File: src/rtl/dtbs_pkg.sv
// ----------------------------------------------------------------------------
// dtbs_pkg: shared types and constants of the date-time borrow subtractor
// Field width, radices, month codes, the stage records that pass between
// the pipeline stages, and the two-month window table.
// ----------------------------------------------------------------------------
package dtbs_pkg;

  localparam int unsigned FIELD_W = 8;
  localparam int unsigned CALC_W  = 11;
  localparam int unsigned IN_W    = 128;
  localparam int unsigned OUT_W   = 64;

  typedef logic [FIELD_W-1:0]       byte_t;
  typedef logic signed [CALC_W-1:0] sval_t;

  localparam sval_t HUND_RADIX  = 11'sd100;
  localparam sval_t SEC_RADIX   = 11'sd60;
  localparam sval_t MIN_RADIX   = 11'sd60;
  localparam sval_t HOUR_RADIX  = 11'sd24;
  localparam sval_t MONTH_RADIX = 11'sd12;
  localparam sval_t YEAR_RADIX  = 11'sd100;
  localparam sval_t YEAR_MAX    = 11'sd99;
  localparam sval_t FEB_SPAN    = 11'sd28;
  localparam sval_t SPAN_30     = 11'sd30;
  localparam sval_t SPAN_31     = 11'sd31;
  localparam sval_t MONTH_BACK  = 11'sd2;

  localparam sval_t MON_JAN = 11'sd1;
  localparam sval_t MON_FEB = 11'sd2;
  localparam sval_t MON_MAR = 11'sd3;
  localparam sval_t MON_APR = 11'sd4;
  localparam sval_t MON_MAY = 11'sd5;
  localparam sval_t MON_JUN = 11'sd6;
  localparam sval_t MON_JUL = 11'sd7;
  localparam sval_t MON_AUG = 11'sd8;
  localparam sval_t MON_SEP = 11'sd9;
  localparam sval_t MON_OCT = 11'sd10;
  localparam sval_t MON_NOV = 11'sd11;
  localparam sval_t MON_DEC = 11'sd12;

  // Stage 1 record: low time fields done, month done, rest still raw.
  typedef struct packed {
    byte_t hund;
    byte_t sec;
    logic  sec_owe;
    byte_t m_min;
    byte_t s_min;
    byte_t m_hour;
    byte_t s_hour;
    sval_t day_raw;
    sval_t mon;
    logic  year_owe;
    byte_t m_year;
    byte_t s_year;
    byte_t m_cent;
    byte_t s_cent;
  } s1_t;

  // Stage 2 record: time fields done, date fields ready for the day borrow.
  typedef struct packed {
    byte_t hund;
    byte_t sec;
    byte_t min;
    byte_t hour;
    logic  hour_owe;
    sval_t day_raw;
    sval_t mon;
    logic  leap;
    sval_t year;
    sval_t cent;
  } s2_t;

  typedef struct packed {
    byte_t cent;
    byte_t year;
    byte_t mon;
    byte_t day;
    byte_t hour;
    byte_t min;
    byte_t sec;
    byte_t hund;
  } res_t;

  function automatic sval_t ext(input byte_t v);
    ext = sval_t'({3'b000, v});
  endfunction

  // Window length minus subtracted month length, for a known month.
  function automatic sval_t window_span(input sval_t mon, input logic leap, input sval_t d);
    sval_t span;
    span = d;
    unique case (mon)
      MON_DEC, MON_OCT, MON_JUL, MON_MAY: span = SPAN_30;
      MON_NOV, MON_AUG, MON_JUN, MON_JAN: span = SPAN_31;
      MON_FEB, MON_SEP:                   span = SPAN_31;
      MON_MAR:                            span = FEB_SPAN + sval_t'({10'd0, leap});
      MON_APR:                            span = SPAN_31;
      default:                            span = d;
    endcase
    window_span = span;
  endfunction

endpackage

File: src/rtl/dtbs_window.sv
// ----------------------------------------------------------------------------
// dtbs_window: day borrow stage
// Applies the two-month window when the day difference is not positive,
// steps the month back with year and century wrap, and forms the result.
// ----------------------------------------------------------------------------
module dtbs_window (
  input  dtbs_pkg::s2_t  stg,
  output dtbs_pkg::res_t res
);

  dtbs_pkg::sval_t d;
  dtbs_pkg::sval_t day;
  dtbs_pkg::sval_t mon;
  dtbs_pkg::sval_t year;
  dtbs_pkg::sval_t cent;

  always_comb begin
    d    = stg.day_raw - dtbs_pkg::sval_t'({10'd0, stg.hour_owe});
    day  = d;
    mon  = stg.mon;
    year = stg.year;
    cent = stg.cent;
    if (d <= 0) begin
      day = d + dtbs_pkg::window_span(stg.mon, stg.leap, d);
      mon = stg.mon - dtbs_pkg::MONTH_BACK;
      if (mon < 0) begin
        mon  = mon + dtbs_pkg::MONTH_RADIX;
        year = stg.year - 11'sd1;
        if (year < 0) begin
          year = dtbs_pkg::YEAR_MAX;
          cent = stg.cent - 11'sd1;
        end
      end
      if (day > 0) begin
        mon = mon + 11'sd1;
      end
    end

    res.hund = stg.hund;
    res.sec  = stg.sec;
    res.min  = stg.min;
    res.hour = stg.hour;
    res.day  = day[dtbs_pkg::FIELD_W-1:0];
    res.mon  = mon[dtbs_pkg::FIELD_W-1:0];
    res.year = year[dtbs_pkg::FIELD_W-1:0];
    res.cent = cent[dtbs_pkg::FIELD_W-1:0];
  end

endmodule

File: src/rtl/datetime_borrow_subtractor_core.sv
// ----------------------------------------------------------------------------
// datetime_borrow_subtractor_core: field-wise date-time subtractor
// Subtracts a packed subtrahend date-time from a packed minuend date-time
// through a three-stage pipeline with a borrow chain over the time fields
// and a window borrow on the day.
// ----------------------------------------------------------------------------
//
//  channel | direction | tdata layout (lowest bit up)            | width
//  --------+-----------+-----------------------------------------+------
//  in_     | slave     | minuend_time, minuend_date,             | 128
//          |           | subtrahend_time, subtrahend_date        |
//  out_    | master    | diff_hundredths, second, minute, hour,  | 64
//          |           | day, month, year, century               |
//
//  One word enters per cycle while in_tready is high; each word's result
//  is presented from the output register once it has passed all three
//  register stages: two internal stages plus the output register.
//  The sustained rate is one word per cycle: every stage advances whenever
//  the stage after it is empty or moving.
//  Reset clears the stage valid bits only; payload registers are not reset.
//  A stall on out_tready holds every occupied stage and backs up to
//  in_tready; empty stages keep filling, so nothing is lost or repeated.
//
module datetime_borrow_subtractor_core (
  input  logic                         clk,
  input  logic                         rst_n,
  input  logic                         in_tvalid,
  output logic                         in_tready,
  // minuend_time[31:0], minuend_date[63:32],
  // subtrahend_time[95:64], subtrahend_date[127:96]
  input  logic [dtbs_pkg::IN_W-1:0]    in_tdata,
  output logic                         out_tvalid,
  input  logic                         out_tready,
  // diff_hundredths[7:0], diff_second[15:8], diff_minute[23:16],
  // diff_hour[31:24], diff_day[39:32], diff_month[47:40],
  // diff_year[55:48], diff_century[63:56]
  output logic [dtbs_pkg::OUT_W-1:0]   out_tdata
);

  // Stage handshake: each stage moves when the next is free or moving.
  logic adv_out;
  logic adv_s2;
  logic adv_s1;

  logic           s1_v_r;
  logic           s2_v_r;
  logic           out_v_r;
  dtbs_pkg::s1_t  s1_r;
  dtbs_pkg::s1_t  s1_nxt;
  dtbs_pkg::s2_t  s2_r;
  dtbs_pkg::s2_t  s2_nxt;
  dtbs_pkg::res_t res;
  dtbs_pkg::res_t out_r;

  assign adv_out   = !out_v_r || out_tready;
  assign adv_s2    = !s2_v_r || adv_out;
  assign adv_s1    = !s1_v_r || adv_s2;
  assign in_tready = adv_s1;

  // Stage 1: hundredths and seconds of the time chain, month with year
  // borrow, raw day difference.
  always_comb begin
    dtbs_pkg::sval_t hund;
    dtbs_pkg::sval_t sec;
    dtbs_pkg::sval_t mon;
    logic            hb;
    logic            sb;
    logic            yb;

    hund = dtbs_pkg::ext(in_tdata[7:0]) - dtbs_pkg::ext(in_tdata[71:64]);
    hb   = (hund < 0);
    if (hb) begin
      hund = hund + dtbs_pkg::HUND_RADIX;
    end
    sec = dtbs_pkg::ext(in_tdata[15:8]) - dtbs_pkg::ext(in_tdata[79:72])
        - dtbs_pkg::sval_t'({10'd0, hb});
    sb  = (sec < 0);
    if (sb) begin
      sec = sec + dtbs_pkg::SEC_RADIX;
    end
    mon = dtbs_pkg::ext(in_tdata[47:40]) - dtbs_pkg::ext(in_tdata[111:104]);
    yb  = (mon < 0);
    if (yb) begin
      mon = mon + dtbs_pkg::MONTH_RADIX;
    end

    s1_nxt.hund     = hund[dtbs_pkg::FIELD_W-1:0];
    s1_nxt.sec      = sec[dtbs_pkg::FIELD_W-1:0];
    s1_nxt.sec_owe  = sb;
    s1_nxt.m_min    = in_tdata[23:16];
    s1_nxt.s_min    = in_tdata[87:80];
    s1_nxt.m_hour   = in_tdata[31:24];
    s1_nxt.s_hour   = in_tdata[95:88];
    s1_nxt.day_raw  = dtbs_pkg::ext(in_tdata[39:32]) - dtbs_pkg::ext(in_tdata[103:96]);
    s1_nxt.mon      = mon;
    s1_nxt.year_owe = yb;
    s1_nxt.m_year   = in_tdata[55:48];
    s1_nxt.s_year   = in_tdata[119:112];
    s1_nxt.m_cent   = in_tdata[63:56];
    s1_nxt.s_cent   = in_tdata[127:120];
  end

  // Stage 2: minutes and hours, year with century borrow, zero-month fix,
  // leap flag for the window table.
  always_comb begin
    dtbs_pkg::sval_t min;
    dtbs_pkg::sval_t hour;
    dtbs_pkg::sval_t year;
    dtbs_pkg::sval_t mon;
    logic            mb;
    logic            hrb;
    logic            cb;

    min = dtbs_pkg::ext(s1_r.m_min) - dtbs_pkg::ext(s1_r.s_min)
        - dtbs_pkg::sval_t'({10'd0, s1_r.sec_owe});
    mb  = (min < 0);
    if (mb) begin
      min = min + dtbs_pkg::MIN_RADIX;
    end
    hour = dtbs_pkg::ext(s1_r.m_hour) - dtbs_pkg::ext(s1_r.s_hour)
         - dtbs_pkg::sval_t'({10'd0, mb});
    hrb  = (hour < 0);
    if (hrb) begin
      hour = hour + dtbs_pkg::HOUR_RADIX;
    end

    year = dtbs_pkg::ext(s1_r.m_year) - dtbs_pkg::ext(s1_r.s_year)
         - dtbs_pkg::sval_t'({10'd0, s1_r.year_owe});
    cb   = (year < 0);
    if (cb) begin
      year = year + dtbs_pkg::YEAR_RADIX;
    end

    // A zero month difference reads as month one.
    mon = (s1_r.mon == 0) ? dtbs_pkg::MON_JAN : s1_r.mon;

    s2_nxt.hund     = s1_r.hund;
    s2_nxt.sec      = s1_r.sec;
    s2_nxt.min      = min[dtbs_pkg::FIELD_W-1:0];
    s2_nxt.hour     = hour[dtbs_pkg::FIELD_W-1:0];
    s2_nxt.hour_owe = hrb;
    s2_nxt.day_raw  = s1_r.day_raw;
    s2_nxt.mon      = mon;
    s2_nxt.leap     = (year[1:0] == 2'b00)
                   && ((mon == dtbs_pkg::MON_MAR) || (mon == dtbs_pkg::MON_APR));
    s2_nxt.year     = year;
    // Century takes the borrow with a plus sign; keep it that way.
    s2_nxt.cent     = dtbs_pkg::ext(s1_r.m_cent) - dtbs_pkg::ext(s1_r.s_cent)
                    + dtbs_pkg::sval_t'({10'd0, cb});
  end

  // Stage 3: day borrow and month step-back, into the output register.
  dtbs_window u_window (
    .stg (s2_r),
    .res (res)
  );

  // Valid bits.
  always_ff @(posedge clk) begin
    if (!rst_n) begin
      s1_v_r  <= 1'b0;
      s2_v_r  <= 1'b0;
      out_v_r <= 1'b0;
    end else begin
      if (adv_s1) begin
        s1_v_r <= in_tvalid;
      end
      if (adv_s2) begin
        s2_v_r <= s1_v_r;
      end
      if (adv_out) begin
        out_v_r <= s2_v_r;
      end
    end
  end

  // Payload: advance with the stage, hold while stalled.
  always_ff @(posedge clk) begin
    if (adv_s1) begin
      s1_r <= s1_nxt;
    end
    if (adv_s2) begin
      s2_r <= s2_nxt;
    end
    if (adv_out) begin
      out_r <= res;
    end
  end

  assign out_tvalid = out_v_r;
  assign out_tdata  = out_r;

endmodule

File: config.mk
export PLATFORM = sky130hd
export DESIGN_NAME = datetime_borrow_subtractor_core
export DESIGN_NICKNAME = d
export VERILOG_FILES = /design/src/rtl/dtbs_pkg.sv /design/src/rtl/dtbs_window.sv /design/src/rtl/datetime_borrow_subtractor_core.sv
export SDC_FILE = /design/constraint.sdc
export NUM_CORES = 1
export LEC_CHECK = 0
export ABC_CLOCK_PERIOD_IN_PS = 6500
export BUFFER_PORTS_ARGS = -buffer_cell sky130_fd_sc_hd__buf_2
export CAP_MARGIN = 20
export CORE_ASPECT_RATIO = 1.75
export CORE_MARGIN = 5
export CORE_UTILIZATION = 50
export CTS_BUF_LIST = sky130_fd_sc_hd__clkbuf_8
export DETAILED_ROUTE_END_ITERATION = 8
export GPL_ROUTABILITY_DRIVEN = 0
export GPL_TIMING_DRIVEN = 1
export HOLD_SLACK_MARGIN = 0.15
export PLACE_DENSITY = 0.71
export SYNTH_ARGS = -nofsm -noshare
export SYNTH_HDL_FRONTEND = slang
export SYNTH_SLANG_ARGS = --single-unit
File: constraint.sdc
create_clock -name clk -period 6.5 [get_ports clk]
set_clock_uncertainty 0.15 [all_clocks]
set_input_delay 1.3 -clock clk [delete_from_list [all_inputs] [get_ports clk]]
set_output_delay 1.3 -clock clk [all_outputs]
set_load 0.05 [all_outputs]
## Yosys cells after proc, flatten, opt, wreduce, memory -nomap -nowiden

Cells that the tools add are included.

| operators by class | value |
|---|---|
| add/subtract/negate cells | 27 |
| order comparisons | 10 |
| eq/ne operators | 14 |
| reductions and logical operators | 12 |
| muxes and demuxes | 20 |

Operators with widths:

| operator | number |
|---|---|
| $mux W8 | 15 |
| $eq A11 B4 Y1 const B | 6 |
| $sub A8 B8 Y9 | 7 |
| $eq A11 B3 Y1 const B | 5 |
| $mux W11 | 4 |
| $lt A10 B1 Y1 const B | 4 |
| $sub A9 B2 Y10 | 4 |
| $pmux W11 S3 | 1 |
| $logic_not A32 Y1 | 1 |
| $eq A11 B2 Y1 const B | 2 |
| $lt A11 B1 Y1 const B | 2 |
| $lt A9 B1 Y1 const B | 2 |
| $add A8 B7 Y8 const B | 2 |
| $add A10 B8 Y11 const B | 1 |
| $add A11 B11 Y11 | 1 |
| $eq A11 B1 Y1 const B | 1 |
| $gt A11 B1 Y1 const B | 1 |
| $le A11 B1 Y1 const B | 1 |
| $sub A11 B2 Y11 | 1 |
| $sub A11 B2 Y11 const B | 1 |
| $sub A11 B3 Y11 const B | 1 |
| $add A9 B5 Y10 const B | 1 |
| $add A8 B2 Y8 | 1 |
| $add A8 B2 Y8 const B | 1 |
| other kinds (12) | 17 |

| storage, ports and cells | value |
|---|---|
| bits of input ports | 132 |
| output and inout port bits | 66 |
| logic and storage cells | 118 |
| bits in registers | 246 |

## Longest topological paths before layout

| logic depth | value |
|---|---|
| word-level depth | 8 |
| gate-level depth with buffers | 23 |
| gate-level depth less buffers | 22 |

## Hierarchy

Synthesis repeated with hierarchy kept, for this count alone.

| second synthesis, totals | value |
|---|---|
| cell total of the unflattened synthesis | 1198 |
| area, all modules | 13890.8 µm² |

Modules (own cells, without submodules):

| module | cells each | area an instance (µm²) | seq. area each (µm²) | times used |
|---|---|---|---|---|
| datetime_borrow_subtractor_core | 850 | 11596.1 | 7236.9 | 1 |
| dtbs_window | 348 | 2294.7 | 0.0 | 1 |

## Worst setup path after synthesis

No wires, ideal clock.

| timing path | value |
|---|---|
| path kind | input to register |
| start point | in out_tready |
| end point | reg s1_r[0] (netlist bit), enable pin |
| stages on the path | 2 |
| buffers on the path | 0 |
| setup slack | 0.833 ns |
| data required time | 5.013 ns |
| data arrival time | 4.180 ns |
| library setup time | 1.337 ns |
| cells stage by stage | nor2b_1 > nand3_1 |

| on the way | value |
|---|---|
| word-level cells in the longest chain between the ends | 3 |

Ends and longest elaborated chain:

| element | RTL line | text |
|---|---|---|
| from (decl) | datetime_borrow_subtractor_core.sv:33 | `input logic out_tready,` |
| $logic_or A1 B1 Y1 | datetime_borrow_subtractor_core.sv:55 | `assign adv_out = !out_v_r \|\| out_tready;` |
| $logic_or A1 B1 Y1 | datetime_borrow_subtractor_core.sv:56 | `assign adv_s2 = !s2_v_r \|\| adv_out;` |
| $logic_or A1 B1 Y1 | datetime_borrow_subtractor_core.sv:57 | `assign adv_s1 = !s1_v_r \|\| adv_s2;` |
| net in_tready | datetime_borrow_subtractor_core.sv:28 | `output logic in_tready,` |
| to (signal assigned) | datetime_borrow_subtractor_core.sv:180 | `s1_r <= s1_nxt;` |
| to (decl) | datetime_borrow_subtractor_core.sv:48 | `dtbs_pkg::s1_t s1_r;` |

The timed path passes the listed nets, and every way through them passes these cells.
A chain may end at the register's enable or synchronous reset.

==> results.md <==
* Run status: finished, final reports clean
* Critical path peak fanout at 17
* Post-route total power at 5.511 mW
* Vias at 8973
* Fmax achieved at 169.5 MHz
* Cell Pwr Density at 359.1 mW/mm2
* Net Switching at 1.963 mW
* Placed Cells at 1621
* Fin util at 59.13%
* DR WL/cell at 14.98 um
* Required @ worst endpoint at 6.71 ns
* Worst setup margin at 0.6005 ns
* Least-Margin Pin Slew at 1.022 ns
* Setup tns final at 0 ns
* Kind of critical path: reg2reg
* First DRT Iteration DRCs at 398
* Layout cell share with drive strength beyond 1 at 20.45%
* Skew-Pair Late Insertion Delay at 0.52 ns
* Clk network pwr share at 24.3%
* Htree depth at 2
* Met3 Wirelength at 2078 um
* Slew margin rel. at 31.76%
* Gr ovfl total at 0
* NumNets Final at 1576
* Cells after Synth at 1123
* Die Span Y at 225.0 um
* Met2 routed WL at 13710 um
* Total area of sequential cells at 0.007177 mm2
* Vias in the first global route at 9086
* Pleak at 6.704 nW
* Seq cells post-synth at 240
* Critical R2R Launch: s2_r[27]
* Initial antenna violation count at 12
* CP dominant cell by count: nor3_1
* Post-synth ARST share at 0%
* Reg clk slew, reported paths at 0.06 ns
* Main synth FF type: edfxtp_1
* Maximum VDD drop at 0.0001796 V
* Buffer and inverter count on the worst path at 1
* Commonest non-fill, non-tap cell in the layout: edfxtp_1
* Post_cts resized at 0
* Fin area at 0.01535 mm2
* Stages on worst setup path at 17
* Fill cells at 2221
* Final ANT Viol Nets at 0
* YS warnings at 0
* Post-synth EDFFs at 237
* Internal Power at 3.549 mW
* Multi-input gate area at 0.005426 mm2
* Hold slack at 0.2584 ns
* Cell chain of the critical path: nor3_1 -> nand2_1 -> a211oi_2 -> o21ai_0 -> ha_1 -> inv_1 -> fa_1 -> nand2b_1 -> or4b_4 -> o31ai_4 -> a21oi_2 -> o32ai_1 -> a32oi_1 -> o41ai_4 -> nor3_1 -> o31a_1 -> o211ai_1
* Final HPWL DP at 19450 um
* Final hold vios at 0
* Clock Tree Root: clkbuf_8
* Post-Route WL at 25290 um
* Worst Setup End Kind: flop
* Die X at 132.8 um
* Met1 Wirelength at 8376 um
* Top sig layer: met5
* Cts-stage hold buffer count at 0
* Max-cap viol count at 0
* Num ports at 198
* Sw frac at 35.61%
* Post-Syn Area at 0.01320 mm2
* Register area share after synthesis at 54.35%
* CTS tree: done
* Min-delay worst type: reg2reg
* Synth-to-Final Area Change at 16.25%
* R2R depth at 17
* Clock sinks at 240
* Period utilisation layout at 90.76%
* Port bufs at 197
* Final non-filler cell total at 1688
* Largest net degree at the start of global routing at 73
* GRT Overall Usage at 16.87%
* Setup Viol. Count Final at 0
* R2R Setup Slk at 0.60 ns
* Initial DRT Pass Iterations at 6
* Initial Util at 50.86%
* DR vias/cell at 5.316
* Slowest stage cell, crit path: o41ai_4
* Pre-CTS setup slack at 0.7322 ns
* CP arrival at 6.10 ns
* Dpl cell area at 0.01456 mm2
* DRC Markers at 0
* Setup crit start: s2_r[27]
* Slowest Stage Delay on Critical Path at 0.84 ns
* First-pass GRT wire length at 41230 um
* Period minus WS final at 5.899 ns
* Die ar. at 0.02989 mm2
* R2R Path End: out_tdata[43]
* Syn Nets at 1360
* RSZ-0062 raised after global routing: false
* Cell variety after synth at 84
* Post-CTS setup buffer count at 0
* End point of the critical path: out_tdata[43]
* Deepest clock path buffer count at 3
* Max-slew violation count at 0
* Core footprint at 0.02596 mm2
* Area share of the largest cell type after synthesis at 53.90%
* Rows at 78
* Cts bufs inserted at 36
* Crit path launch type: flop
* Leading area contributor after synthesis: edfxtp_1
* Logic pwr share at 33.0%
* Sequential fraction of design power at 42.8%
* Most frequent cells in the layout: 237 x edfxtp_1, 197 x buf_2, 147 x inv_1
* Crit path max-delay family: compound AO/OA/AOI/OAI gates
* Avg Inst Size Synth at 11.76 um2
* Synth area leaders: edfxtp_1 54%, ha_1 9.1%, xnor2_1 5.4%
cells by family after synthesis:
| kind of cell | count (synthesis) | share of synthesized area (%) |
|---|---|---|
| and+or+nand+nor | 264 | 10.08 |
| DFF | 240 | 54.35 |
| AOI/OAI and AO/OA | 212 | 10.79 |
| buffers and inverters | 166 | 4.785 |
| xor gates and xnor gates | 126 | 8.737 |
| adders and majority gates | 105 | 10.46 |
| muxes | 10 | 0.7865 |
per-layer routing:
metal / up-vias / track usage [%]
met5: - / 0
li1: 4438 / -
met1: 4190 / 15.35
met2: 245 / 32.52
met4: 16 / 7.852
met3: 84 / 6.189
synth_stat cells, drive strengths merged (9+ instances only):
master	count
nand2	70
ha	96
inv	142
nand2b	15
clkbuf	17
nor2b	15
o21ai	52
nor2	62
a21o	19
a21oi	58
o21bai	13
xor2	42
nor4	10
or3	10
nand3	14
nor3	30
edfxtp	237
fa	9
xnor2	81
area by class of cell:
cell class	count	area share, %
tap	320	2.608
clock inverter	26	1.761
antenna	4	0.06521
timing repair buffer	202	6.668
inverter	142	3.472
clock buffer	37	3.318
multi-input combinational	717	35.35
sequential	240	46.76
how the worst min path moves through the flow:
stage | startpoint | to | cells after the start
final | s1_r[46] | s2_r[36] | 0
after global routing | s1_r[46] | s2_r[36] | 0
after CTS | s1_r[46] | s2_r[36] | 0
after detailed placement | s2_r[60] | out_tdata[22] | 0
after global placement | s1_r[53] | s2_r[43] | 0
after floorplan | s2_r[70] | out_tdata[0] | 0
registers in the layout, indices dropped and copies added, names as in the netlist:
name	flops
s2_v_r	1
s1_v_r	1
out_tdata	64
s1_r	101
s2_r	72
out_tvalid	1
worst reg2reg max path, delay by kind of cell (launching register included):
kind                       cells  cell delay (ns)
and+or+nand+nor                5             1.59
adders and majority gates      2             0.60
buffers and inverters          1             0.07
DFF                            1             0.48
AOI/OAI and AO/OA              9             2.84
power by group through the flow:
stage	Combinational (mW)	Clock [mW]	Sequential, mW
finish	1.82	1.34	2.36
global route	1.97	1.46	2.40
CTS	1.82	1.39	2.36
detailed placement	1.81	0	2.39
global placement	1.78	0	2.37
floorplan	0.879	0	2.91
Note: power is estimated with default switching activity, not from simulation.
